[config.mk]
export PLATFORM = sky130hd
export DESIGN_NAME = tlb_set_address_generator_unit
export DESIGN_NICKNAME = d
export VERILOG_FILES = /design/src/design/tsag_pkg.sv /design/src/design/tsag_ctrl.sv /design/src/design/tsag_datapath.sv /design/src/design/tlb_set_address_generator_unit.sv
export SDC_FILE = /design/constraint.sdc
export NUM_CORES = 2
export LEC_CHECK = 0
export BUFFER_PORTS_ARGS = -buffer_cell sky130_fd_sc_hd__buf_2
export CAP_MARGIN = 40
export CORE_UTILIZATION = 60
export DETAILED_ROUTE_END_ITERATION = 6
export PLACE_DENSITY = 0.85
export SYNTH_ARGS = -nofsm -noshare
export SYNTH_HDL_FRONTEND = slang
export SYNTH_HIERARCHICAL = 1
export SYNTH_SLANG_ARGS = --single-unit
[constraint.sdc]
create_clock -name clk -period 10.15 [get_ports clk]
set_input_delay 2.03 -clock clk [delete_from_list [all_inputs] [get_ports clk]]
set_output_delay 2.03 -clock clk [all_outputs]
set_load 0.01 [all_outputs]
[src/design/tsag_pkg.sv]
// shared types and constants for the tlb set address generator
// used by tsag_ctrl, tsag_datapath and the top level; no dependencies
package tsag_pkg;

	localparam int ADDR_WIDTH_DEF = 48;
	localparam int MAX_COUNT_DEF  = 64;

	localparam int SET_W      = 12;
	localparam int WANT_W     = 7;
	localparam int CFG_IDX_W  = 3;
	localparam int CFG_DATA_W = 48;
	localparam int BASE_W     = 48;
	localparam int IDXB_W     = 4;
	localparam int FREE_W     = 5;
	localparam int SHIFT_W    = 6;
	localparam int OUTER_W    = 24;
	localparam int INNER_W    = 12;
	localparam int OCNT_W     = OUTER_W + 1;
	localparam int ICNT_W     = INNER_W + 1;
	localparam int PAGE_SHIFT = 12;
	localparam int SKIP_BITS  = 9;
	localparam int IDX_SAT    = 12;
	localparam int FREE_SAT   = 24;

	localparam int IN_TDATA_W = ((2 * SET_W + WANT_W + 7) / 8) * 8;

	localparam logic              XOR_MODE_RST     = 1'b1;
	localparam logic [IDXB_W-1:0] SHARED_BITS_RST  = 4'd7;
	localparam logic [IDXB_W-1:0] SPLIT_BITS_RST   = 4'd4;
	localparam logic [BASE_W-1:0] BASE_RST         = '0;
	localparam logic [FREE_W-1:0] FREE_BITS_RST    = 5'd20;

	typedef enum logic [CFG_IDX_W-1:0] {
		CFG_XOR_MODE    = 3'd0,
		CFG_SHARED_BITS = 3'd1,
		CFG_SPLIT_BITS  = 3'd2,
		CFG_BASE        = 3'd3,
		CFG_FREE_BITS   = 3'd4
	} cfg_reg_t;

	typedef struct packed {
		logic start;
		logic setup;
		logic calc;
		logic merge;
		logic step;
		logic pend_load;
		logic emit_pend;
		logic fin_pend;
		logic fin_none;
		logic fin_short;
	} cmd_t;

	typedef struct packed {
		logic skip;
		logic last_cand;
		logic out_free;
	} status_t;

endpackage

[src/design/tsag_ctrl.sv]
// sequencer for the address walk: setup, per-candidate calc/merge/check, finish
// depends on tsag_pkg; drives tsag_datapath through cmd_t, reads status_t
module tsag_ctrl #(
	parameter int MAX_COUNT = tsag_pkg::MAX_COUNT_DEF
) (
	input  logic                        clk,
	input  logic                        arst_n,
	input  logic                        in_valid,
	output logic                        in_ready,
	input  logic [tsag_pkg::WANT_W-1:0] wanted,
	input  tsag_pkg::status_t           status,
	output tsag_pkg::cmd_t              cmd
);
	import tsag_pkg::*;

	typedef enum logic [2:0] {
		ST_IDLE,
		ST_SETUP,
		ST_CALC,
		ST_MERGE,
		ST_CHECK,
		ST_FINISH
	} state_t;

	state_t              state_q, state_d;
	logic [WANT_W-1:0]   want_q;
	logic [WANT_W-1:0]   found_q;
	logic                pend_valid_q;
	logic [WANT_W-1:0]   want_sat;

	assign want_sat = (wanted > WANT_W'(MAX_COUNT)) ? WANT_W'(MAX_COUNT) : wanted;
	assign in_ready = (state_q == ST_IDLE);

	always_comb begin
		cmd     = '0;
		state_d = state_q;
		case (state_q)
			ST_IDLE: begin
				if (in_valid && want_sat != '0) begin
					cmd.start = 1'b1;
					state_d   = ST_SETUP;
				end
			end
			ST_SETUP: begin
				cmd.setup = 1'b1;
				state_d   = ST_CALC;
			end
			ST_CALC: begin
				cmd.calc = 1'b1;
				state_d  = ST_MERGE;
			end
			ST_MERGE: begin
				cmd.merge = 1'b1;
				state_d   = ST_CHECK;
			end
			ST_CHECK: begin
				if (status.skip) begin
					cmd.step = 1'b1;
					state_d  = status.last_cand ? ST_FINISH : ST_CALC;
				end else if (!pend_valid_q || status.out_free) begin
					// the previous find goes out once a newer one exists
					cmd.emit_pend = pend_valid_q;
					cmd.pend_load = 1'b1;
					if (found_q + WANT_W'(1) == want_q) begin
						state_d = ST_FINISH;
					end else begin
						cmd.step = 1'b1;
						state_d  = status.last_cand ? ST_FINISH : ST_CALC;
					end
				end
			end
			ST_FINISH: begin
				if (status.out_free) begin
					cmd.fin_pend  = pend_valid_q;
					cmd.fin_none  = !pend_valid_q;
					cmd.fin_short = (found_q != want_q);
					state_d       = ST_IDLE;
				end
			end
			default: begin
				state_d = ST_IDLE;
			end
		endcase
	end

	always_ff @(posedge clk or negedge arst_n) begin
		if (!arst_n) begin
			state_q      <= ST_IDLE;
			want_q       <= '0;
			found_q      <= '0;
			pend_valid_q <= 1'b0;
		end else begin
			state_q <= state_d;
			if (cmd.start) begin
				want_q       <= want_sat;
				found_q      <= '0;
				pend_valid_q <= 1'b0;
			end
			if (cmd.pend_load) begin
				found_q      <= found_q + WANT_W'(1);
				pend_valid_q <= 1'b1;
			end
			if (cmd.fin_pend || cmd.fin_none) begin
				pend_valid_q <= 1'b0;
			end
		end
	end

endmodule

[src/design/tsag_datapath.sv]
// config registers, walk counters, address build, skip test and output register
// depends on tsag_pkg; commanded by tsag_ctrl
module tsag_datapath #(
	parameter int ADDR_WIDTH = tsag_pkg::ADDR_WIDTH_DEF
) (
	input  logic                            clk,
	input  logic                            arst_n,
	input  logic                            cfg_we,
	input  logic [tsag_pkg::CFG_IDX_W-1:0]  cfg_index,
	input  logic [tsag_pkg::CFG_DATA_W-1:0] cfg_wdata,
	input  logic [tsag_pkg::SET_W-1:0]      shared_set,
	input  logic [tsag_pkg::SET_W-1:0]      split_set,
	input  tsag_pkg::cmd_t                  cmd,
	output tsag_pkg::status_t               status,
	input  logic                            out_ready,
	output logic                            out_valid,
	output logic [ADDR_WIDTH-1:0]           out_address,
	output logic                            out_last,
	output logic                            out_short
);
	import tsag_pkg::*;

	localparam logic [ADDR_WIDTH-1:0] ONES = {ADDR_WIDTH{1'b1}};
	localparam logic [ADDR_WIDTH-1:0] ONE  = ADDR_WIDTH'(1);

	// configuration
	logic              xor_q;
	logic [IDXB_W-1:0] sib_q;
	logic [IDXB_W-1:0] pib_q;
	logic [BASE_W-1:0] base_q;
	logic [FREE_W-1:0] fb_q;

	always_ff @(posedge clk or negedge arst_n) begin
		if (!arst_n) begin
			xor_q  <= XOR_MODE_RST;
			sib_q  <= SHARED_BITS_RST;
			pib_q  <= SPLIT_BITS_RST;
			base_q <= BASE_RST;
			fb_q   <= FREE_BITS_RST;
		end else if (cfg_we) begin
			case (cfg_index)
				CFG_XOR_MODE:    xor_q  <= cfg_wdata[0];
				CFG_SHARED_BITS: sib_q  <= cfg_wdata[IDXB_W-1:0];
				CFG_SPLIT_BITS:  pib_q  <= cfg_wdata[IDXB_W-1:0];
				CFG_BASE:        base_q <= cfg_wdata[BASE_W-1:0];
				CFG_FREE_BITS:   fb_q   <= cfg_wdata[FREE_W-1:0];
				default: ;
			endcase
		end
	end

	// saturated field sizes and derived shift amounts
	logic [IDXB_W-1:0]     s_sat, p_sat;
	logic [FREE_W-1:0]     f_sat;
	logic [SHIFT_W-1:0]    two_s, sh, sh_p, sh_s, f_w, s_w;
	logic [OCNT_W-1:0]     n_outer_w;
	logic [ICNT_W-1:0]     n_inner_w;
	logic [ADDR_WIDTH-1:0] base_ext;

	assign s_sat    = (sib_q > IDXB_W'(IDX_SAT)) ? IDXB_W'(IDX_SAT) : sib_q;
	assign p_sat    = (pib_q > IDXB_W'(IDX_SAT)) ? IDXB_W'(IDX_SAT) : pib_q;
	assign f_sat    = (fb_q > FREE_W'(FREE_SAT)) ? FREE_W'(FREE_SAT) : fb_q;
	assign s_w      = SHIFT_W'(s_sat);
	assign f_w      = SHIFT_W'(f_sat);
	assign two_s    = s_w << 1;
	assign sh       = SHIFT_W'(PAGE_SHIFT) + two_s;
	assign sh_p     = SHIFT_W'(PAGE_SHIFT) + SHIFT_W'(p_sat);
	assign sh_s     = SHIFT_W'(PAGE_SHIFT) + s_w;
	assign base_ext = ADDR_WIDTH'(base_q);

	always_comb begin
		if (xor_q) begin
			n_outer_w = (f_w > two_s) ? (OCNT_W'(1) << (f_w - two_s)) : OCNT_W'(1);
		end else begin
			n_outer_w = (f_w > s_w) ? (OCNT_W'(1) << (f_w - s_w)) : OCNT_W'(1);
		end
		n_inner_w = (s_sat > p_sat) ? (ICNT_W'(1) << (s_sat - p_sat)) : ICNT_W'(1);
	end

	// per-request setup
	logic [SET_W-1:0]      shared_q, split_q;
	logic [IDXB_W-1:0]     s_q;
	logic                  mode_q;
	logic [ADDR_WIDTH-1:0] al_mask_q, clrp_q, rmask_q;
	logic [ADDR_WIDTH-1:0] outer_step_q, inner_step_q, lin_step_q;
	logic [OCNT_W-1:0]     n_outer_q;
	logic [ICNT_W-1:0]     n_inner_q;
	logic [ADDR_WIDTH-1:0] shared_term, split_term;

	assign shared_term = ADDR_WIDTH'(shared_q) << PAGE_SHIFT;
	assign split_term  = ADDR_WIDTH'(split_q) << PAGE_SHIFT;

	// walk state
	logic [OUTER_W-1:0]    it_q;
	logic [INNER_W-1:0]    it2_q;
	logic [ADDR_WIDTH-1:0] b_q, it_term_q, it2_term_q, right_lin_q;
	logic [ADDR_WIDTH-1:0] cand_s1, addr_s2, pend_q;
	logic [OCNT_W-1:0]     it_next;
	logic [ICNT_W-1:0]     it2_next;
	logic [ADDR_WIDTH-1:0] diff;

	assign it_next  = OCNT_W'(it_q) + OCNT_W'(1);
	assign it2_next = ICNT_W'(it2_q) + ICNT_W'(1);
	assign diff     = addr_s2 - base_ext;

	assign status.skip      = &diff[PAGE_SHIFT +: SKIP_BITS];
	assign status.last_cand = mode_q ? ((it2_next == n_inner_q) && (it_next == n_outer_q))
	                                 : (it_next == n_outer_q);
	assign status.out_free  = !out_valid || out_ready;

	always_ff @(posedge clk) begin
		if (cmd.start) begin
			shared_q     <= shared_set;
			split_q      <= split_set;
			s_q          <= s_sat;
			mode_q       <= xor_q;
			al_mask_q    <= ONES << sh;
			clrp_q       <= ONES << sh_p;
			rmask_q      <= ((ONE << s_sat) - ONE) << PAGE_SHIFT;
			outer_step_q <= ONE << sh;
			inner_step_q <= ONE << sh_p;
			lin_step_q   <= ONE << sh_s;
			n_outer_q    <= n_outer_w;
			n_inner_q    <= n_inner_w;
			it_q         <= '0;
			it2_q        <= '0;
			it_term_q    <= '0;
			it2_term_q   <= '0;
		end
		if (cmd.setup) begin
			b_q         <= base_ext & al_mask_q;
			right_lin_q <= (base_ext & al_mask_q) + shared_term;
		end
		if (cmd.calc) begin
			cand_s1 <= mode_q ? ((b_q & clrp_q) + it2_term_q + split_term)
			                  : (b_q + it_term_q);
		end
		if (cmd.merge) begin
			// xor mode folds the shared target into the bits above the shared index
			addr_s2 <= mode_q ? ((((cand_s1 & rmask_q) ^ shared_term) << s_q) | cand_s1)
			                  : (cand_s1 | right_lin_q);
		end
		if (cmd.step) begin
			if (mode_q) begin
				if (it2_next == n_inner_q) begin
					it2_q      <= '0;
					it2_term_q <= '0;
					it_q       <= it_next[OUTER_W-1:0];
					b_q        <= b_q + outer_step_q;
				end else begin
					it2_q      <= it2_next[INNER_W-1:0];
					it2_term_q <= it2_term_q + inner_step_q;
				end
			end else begin
				it_q      <= it_next[OUTER_W-1:0];
				it_term_q <= it_term_q + lin_step_q;
			end
		end
		if (cmd.pend_load) begin
			pend_q <= addr_s2;
		end
		if (cmd.emit_pend) begin
			out_address <= pend_q;
			out_last    <= 1'b0;
			out_short   <= 1'b0;
		end else if (cmd.fin_pend) begin
			out_address <= pend_q;
			out_last    <= 1'b1;
			out_short   <= cmd.fin_short;
		end else if (cmd.fin_none) begin
			out_address <= '0;
			out_last    <= 1'b1;
			out_short   <= 1'b1;
		end
	end

	always_ff @(posedge clk or negedge arst_n) begin
		if (!arst_n) begin
			out_valid <= 1'b0;
		end else if (cmd.emit_pend || cmd.fin_pend || cmd.fin_none) begin
			out_valid <= 1'b1;
		end else if (out_ready) begin
			out_valid <= 1'b0;
		end
	end

endmodule

[src/design/tlb_set_address_generator_unit.sv]
// top level of the tlb set address generator: stream ports and config port
// depends on tsag_pkg, tsag_ctrl and tsag_datapath
//
// channel   direction  handshake          payload
// s_*       in         s_tvalid/s_tready  request: shared_set, split_set, wanted
// m_*       out        m_tvalid/m_tready  address, tlast = last, tuser = short_flag
// cfg_*     in         cfg_we             register index and write data
//
// one request at a time: accept, then setup, then a build, fold and skip test step
// for each walked candidate, then a finish step
// reset loads the register defaults and leaves the block idle with no transfer pending
// a second or later find waits in the skip test cycle, and the finish cycle waits,
// while the output register holds an untaken transfer; skipped candidates never wait
module tlb_set_address_generator_unit #(
	parameter int ADDR_WIDTH = tsag_pkg::ADDR_WIDTH_DEF,
	parameter int MAX_COUNT  = tsag_pkg::MAX_COUNT_DEF
) (
	input  logic                                clk,
	input  logic                                arst_n,
	input  logic                                s_tvalid,
	output logic                                s_tready,
	// shared_set [11:0], split_set [23:12], wanted [30:24]
	input  logic [tsag_pkg::IN_TDATA_W-1:0]     s_tdata,
	output logic                                m_tvalid,
	input  logic                                m_tready,
	// address [ADDR_WIDTH-1:0]
	output logic [((ADDR_WIDTH + 7) / 8) * 8-1:0] m_tdata,
	output logic                                m_tlast,
	// short_flag [0]
	output logic                                m_tuser,
	input  logic                                cfg_we,
	input  logic [tsag_pkg::CFG_IDX_W-1:0]      cfg_index,
	input  logic [tsag_pkg::CFG_DATA_W-1:0]     cfg_wdata
);
	import tsag_pkg::*;

	localparam int OUT_TDATA_W = ((ADDR_WIDTH + 7) / 8) * 8;

	cmd_t                  cmd;
	status_t               status;
	logic [ADDR_WIDTH-1:0] out_address;

	tsag_ctrl #(
		.MAX_COUNT(MAX_COUNT)
	) u_ctrl (
		.clk     (clk),
		.arst_n  (arst_n),
		.in_valid(s_tvalid),
		.in_ready(s_tready),
		.wanted  (s_tdata[2 * SET_W +: WANT_W]),
		.status  (status),
		.cmd     (cmd)
	);

	tsag_datapath #(
		.ADDR_WIDTH(ADDR_WIDTH)
	) u_datapath (
		.clk        (clk),
		.arst_n     (arst_n),
		.cfg_we     (cfg_we),
		.cfg_index  (cfg_index),
		.cfg_wdata  (cfg_wdata),
		.shared_set (s_tdata[0 +: SET_W]),
		.split_set  (s_tdata[SET_W +: SET_W]),
		.cmd        (cmd),
		.status     (status),
		.out_ready  (m_tready),
		.out_valid  (m_tvalid),
		.out_address(out_address),
		.out_last   (m_tlast),
		.out_short  (m_tuser)
	);

	assign m_tdata = OUT_TDATA_W'(out_address);

endmodule
==> flow_summary_export.csv <==
group,metric,value,unit
outcome,status,"complete, but fails checks",
outcome,violations,"design-rule violations",
setup_path,worstSetupStartpointType,"flop",
setup_path,critical_path_class,"flop to flop",
route,drc,2,
cts,root_buffer,"clkbuf_16",
synthesis,synth.distinct_cells,96,
timing,layout_min_cycle_time,5.53,ns
route,drt-pass1-iter-count,7,
floorplanning,ios,140,
synthesis,ys.flop_type,"edfxtp_1",
setup_path,critPathLaunch,"u_datapath/sib_q[3]",
route,totalWireLength,121000,µm
synthesis,synth_area_leaders,"edfxtp_1 33%, dfxtp_1 8.3%, ha_1 7.7%",
global_routing,grt_max_degree,84,
floorplanning,die_x,273,µm
place,dp_hpwl,89300,µm
synthesis,synth_area_per_cell,9.95,µm²
pwr,power.leakage,0.0195,µW
cts,cts_buffer_depth,3,
synthesis,synthCells,4432,
floorplanning,row_count,99,
timing,fin_skew,0.0263,ns
timing,hold_ws,0.413,ns
pwr,ir_drop,0.203,mV
setup_path,r2r-start,"u_datapath/sib_q[3]",
global_routing,antenna_found_initial,2,
global_routing,grt_usage,31.9,%
layout,layout_common_cells,"479 x edfxtp_1, 387 x nand2_1, 352 x nor2_1, 305 x o21ai_0, 277 x a21oi_1",
global_routing,grt_pass1_vias,33494,
setup_path,critical-path-max-stage-delay,0.88,ns
route,wl_per_cell,21.8,µm
route,viasPerCell,6.38,
setup_path,crit_slowest_cell,"ha_1",
cts,cts_tree,"built",
timing,max-slew-margin-rel,38.3,%
cts,cts.sinks,742,
synthesis,yosysWarnings,6,
cts,post_cts_buffers,0,
place,io_buffers,138,
global_routing,grt_pass1_wl,184000,µm
timing,worst_pin_slew,0.922,ns
floorplanning,core,72800,µm²
synthesis,synth_top_area_cell,"edfxtp_1",
setup_path,cp-end-kind,"flop",
timing,setup_slack,4.62,ns
route,num_vias,35407,
layout,n_antenna_cell,0,
run,drv_cap,0,
timing,fin_setup_tns,0,ns
setup_path,arrival,5.97,ns
synthesis,synth-edff-count,479,
route,drtIter0Drc,3705,
setup_path,crit_path_max_fanout,24,
layout,drive_above_1_share,9.90,%
synthesis,ys_seq_elements,742,
floorplanning,die_h,273,µm
global_routing,grt_overflow,0,
worst_hold_path,hold_path.startpoint,"u_datapath/addr_s2[25]",
synthesis,synth_top_area_share,32.6,%
worst_hold_path,hp-class,"flop to flop",
timing,fin_crit_sh,54.4,%
cts,cts_resized,0,
floorplanning,initial_core_util,60.5,%
place,routabilityCongestion,0.980,
place,pre_cts_ws,4.89,ns
timing,setup-violations-final,0,
cts,holdBufCountCts,0,
cts,cts.clk_slew.worst_paths,0.06,ns
floorplanning,die_area,74600,µm²
timing,rsz0062_at_grt,"false",
layout,area_delta_synth_final,10.2,%
synthesis,synth_async_sr_flop_share,10.9,%
cts,cts_buffers,79,
setup_path,required,10.59,ns
setup_path,cp_cell_sequence,"ha_1 -> o21ai_0 -> nand2_1 -> buf_4 -> clkinv_1 -> ha_1 -> nand2_1 -> nor2_1 -> a21oi_1 -> a311oi_1 -> nand3_1 -> or3_1 -> o22ai_1",
cts,clk_latency,0.64,ns
timing,finalHoldViolCount,0,
pwr,powerDensity,283,nW/µm²
layout,nets,4902,
layout,mostFrequentLayoutCell,"edfxtp_1",
synthesis,netlist_area,44100,µm²
timing,max_freq,181,MHz
route,postRouteAntennaNets,0,
cts,htreeDepth,3,
timing,slew_viol_final,0,
synthesis,ys_seq_area_share,45.5,%
## routing by layer
metal  track usage, %  vias up  routed length (µm)  part of all wire (%)
met4             14.0        0                5440                   4.5
met5                0        -                   0                     0
met2             53.4     1729               57200                    47
met1             41.2    16816               47900                    40
li1                 -    16516                   -                     -
met3             4.39      346               10500                   8.7
## flip-flops by register name, summed over array words and instances, names as in the netlist, 13 cells and up
register                 cells
u_datapath/addr_s2          48
u_datapath/al_mask_q        24
u_datapath/b_q              48
u_datapath/base_ext         48
u_datapath/cand_s1          48
u_datapath/clrp_q           31
u_datapath/inner_step_q     31
u_datapath/it2_term_q       48
u_datapath/it_q             24
u_datapath/it_term_q        48
u_datapath/lin_step_q       32
u_datapath/n_inner_q        13
u_datapath/n_outer_q        25
u_datapath/out_address      48
u_datapath/outer_step_q     23
u_datapath/pend_q           48
u_datapath/right_lin_q      48
u_datapath/rmask_q          31
## through the flow
step	std cells	instance area, µm²	utilization [%]	total power [µW]
after CTS	5547	48600	66.7	13600
after detailed placement	5400	45800	62.9	10400
after global placement	5390	45600	62.6	10200
after global routing	5547	48600	66.7	14400
after floorplan	4443	44100	-	8820
final	5547	48600	66.7	13700
## where the power goes
group	switching [µW]	internal [µW]
clock	1240	1860
combinational	3560	2070
sequential	723	4290
total	5520	8210
## cells by family after synthesis
logic type	share of synthesized area, %
other	0.00851
adders and majority gates	8.63
muxes	4.00
DFF	45.5
AOI/OAI and AO/OA	17.0
xor gates and xnor gates	5.64
buffers and inverters	2.59
and+or+nand+nor	16.7
## cell type report
cell class / count / area (µm²)
multi-input cells: 3408 / 23000
clock inverters: 38 / 597
clock buffers: 109 / 2220
repair buffers: 176 / 1100
fillers: 5393 / 24200
inverters: 115 / 439
well taps: 959 / 1200
flip-flops and latches: 742 / 20100
## critical path, delay by kind of cell, from the launching register on
kind / cells / cell delay (ns)
and+or+nand+nor: 5 / 1.14
DFF: 1 / 0.73
AOI/OAI and AO/OA: 4 / 1.19
buffers and inverters: 2 / 0.78
adders and majority gates: 2 / 1.50
## cell usage after synthesis, types with 35 or more instances
library cell and instances:
a211oi_1 35, a21o_1 140, a21oi_1 278, a31oi_1 59
and2_1 84, and3_1 35, clkbuf_1 135, dfrtp_1 74
dfxtp_1 182, edfxtp_1 479, ha_1 272, inv_1 111
mux2_2 66, mux2i_1 102, nand2_1 388, nand2b_1 70
nand3_1 132, nand3b_1 39, nand4_1 56, nor2_1 354
nor2b_1 106, nor3_1 77, o21ai_0 305, o21bai_1 40
xnor2_1 166, xor2_1 118
## final timing paths
| path | to | slack [ns] | cells after the start |
|---|---|---|---|
| max | u_datapath/n_outer_q[13] | 4.62 | 13 |
| max reg2reg | u_datapath/n_outer_q[13] | 4.62 | 13 |
| min reg2reg | u_datapath/pend_q[25] | 0.41 | 0 |
| min in group asynchronous | u_ctrl/found_q[4] | 1.38 | 1 |
| min | u_datapath/pend_q[25] | 0.41 | 0 |
| max in group asynchronous | u_datapath/fb_q[3] | 7.62 | 2 |
Note: power is estimated with default switching activity, not from simulation.
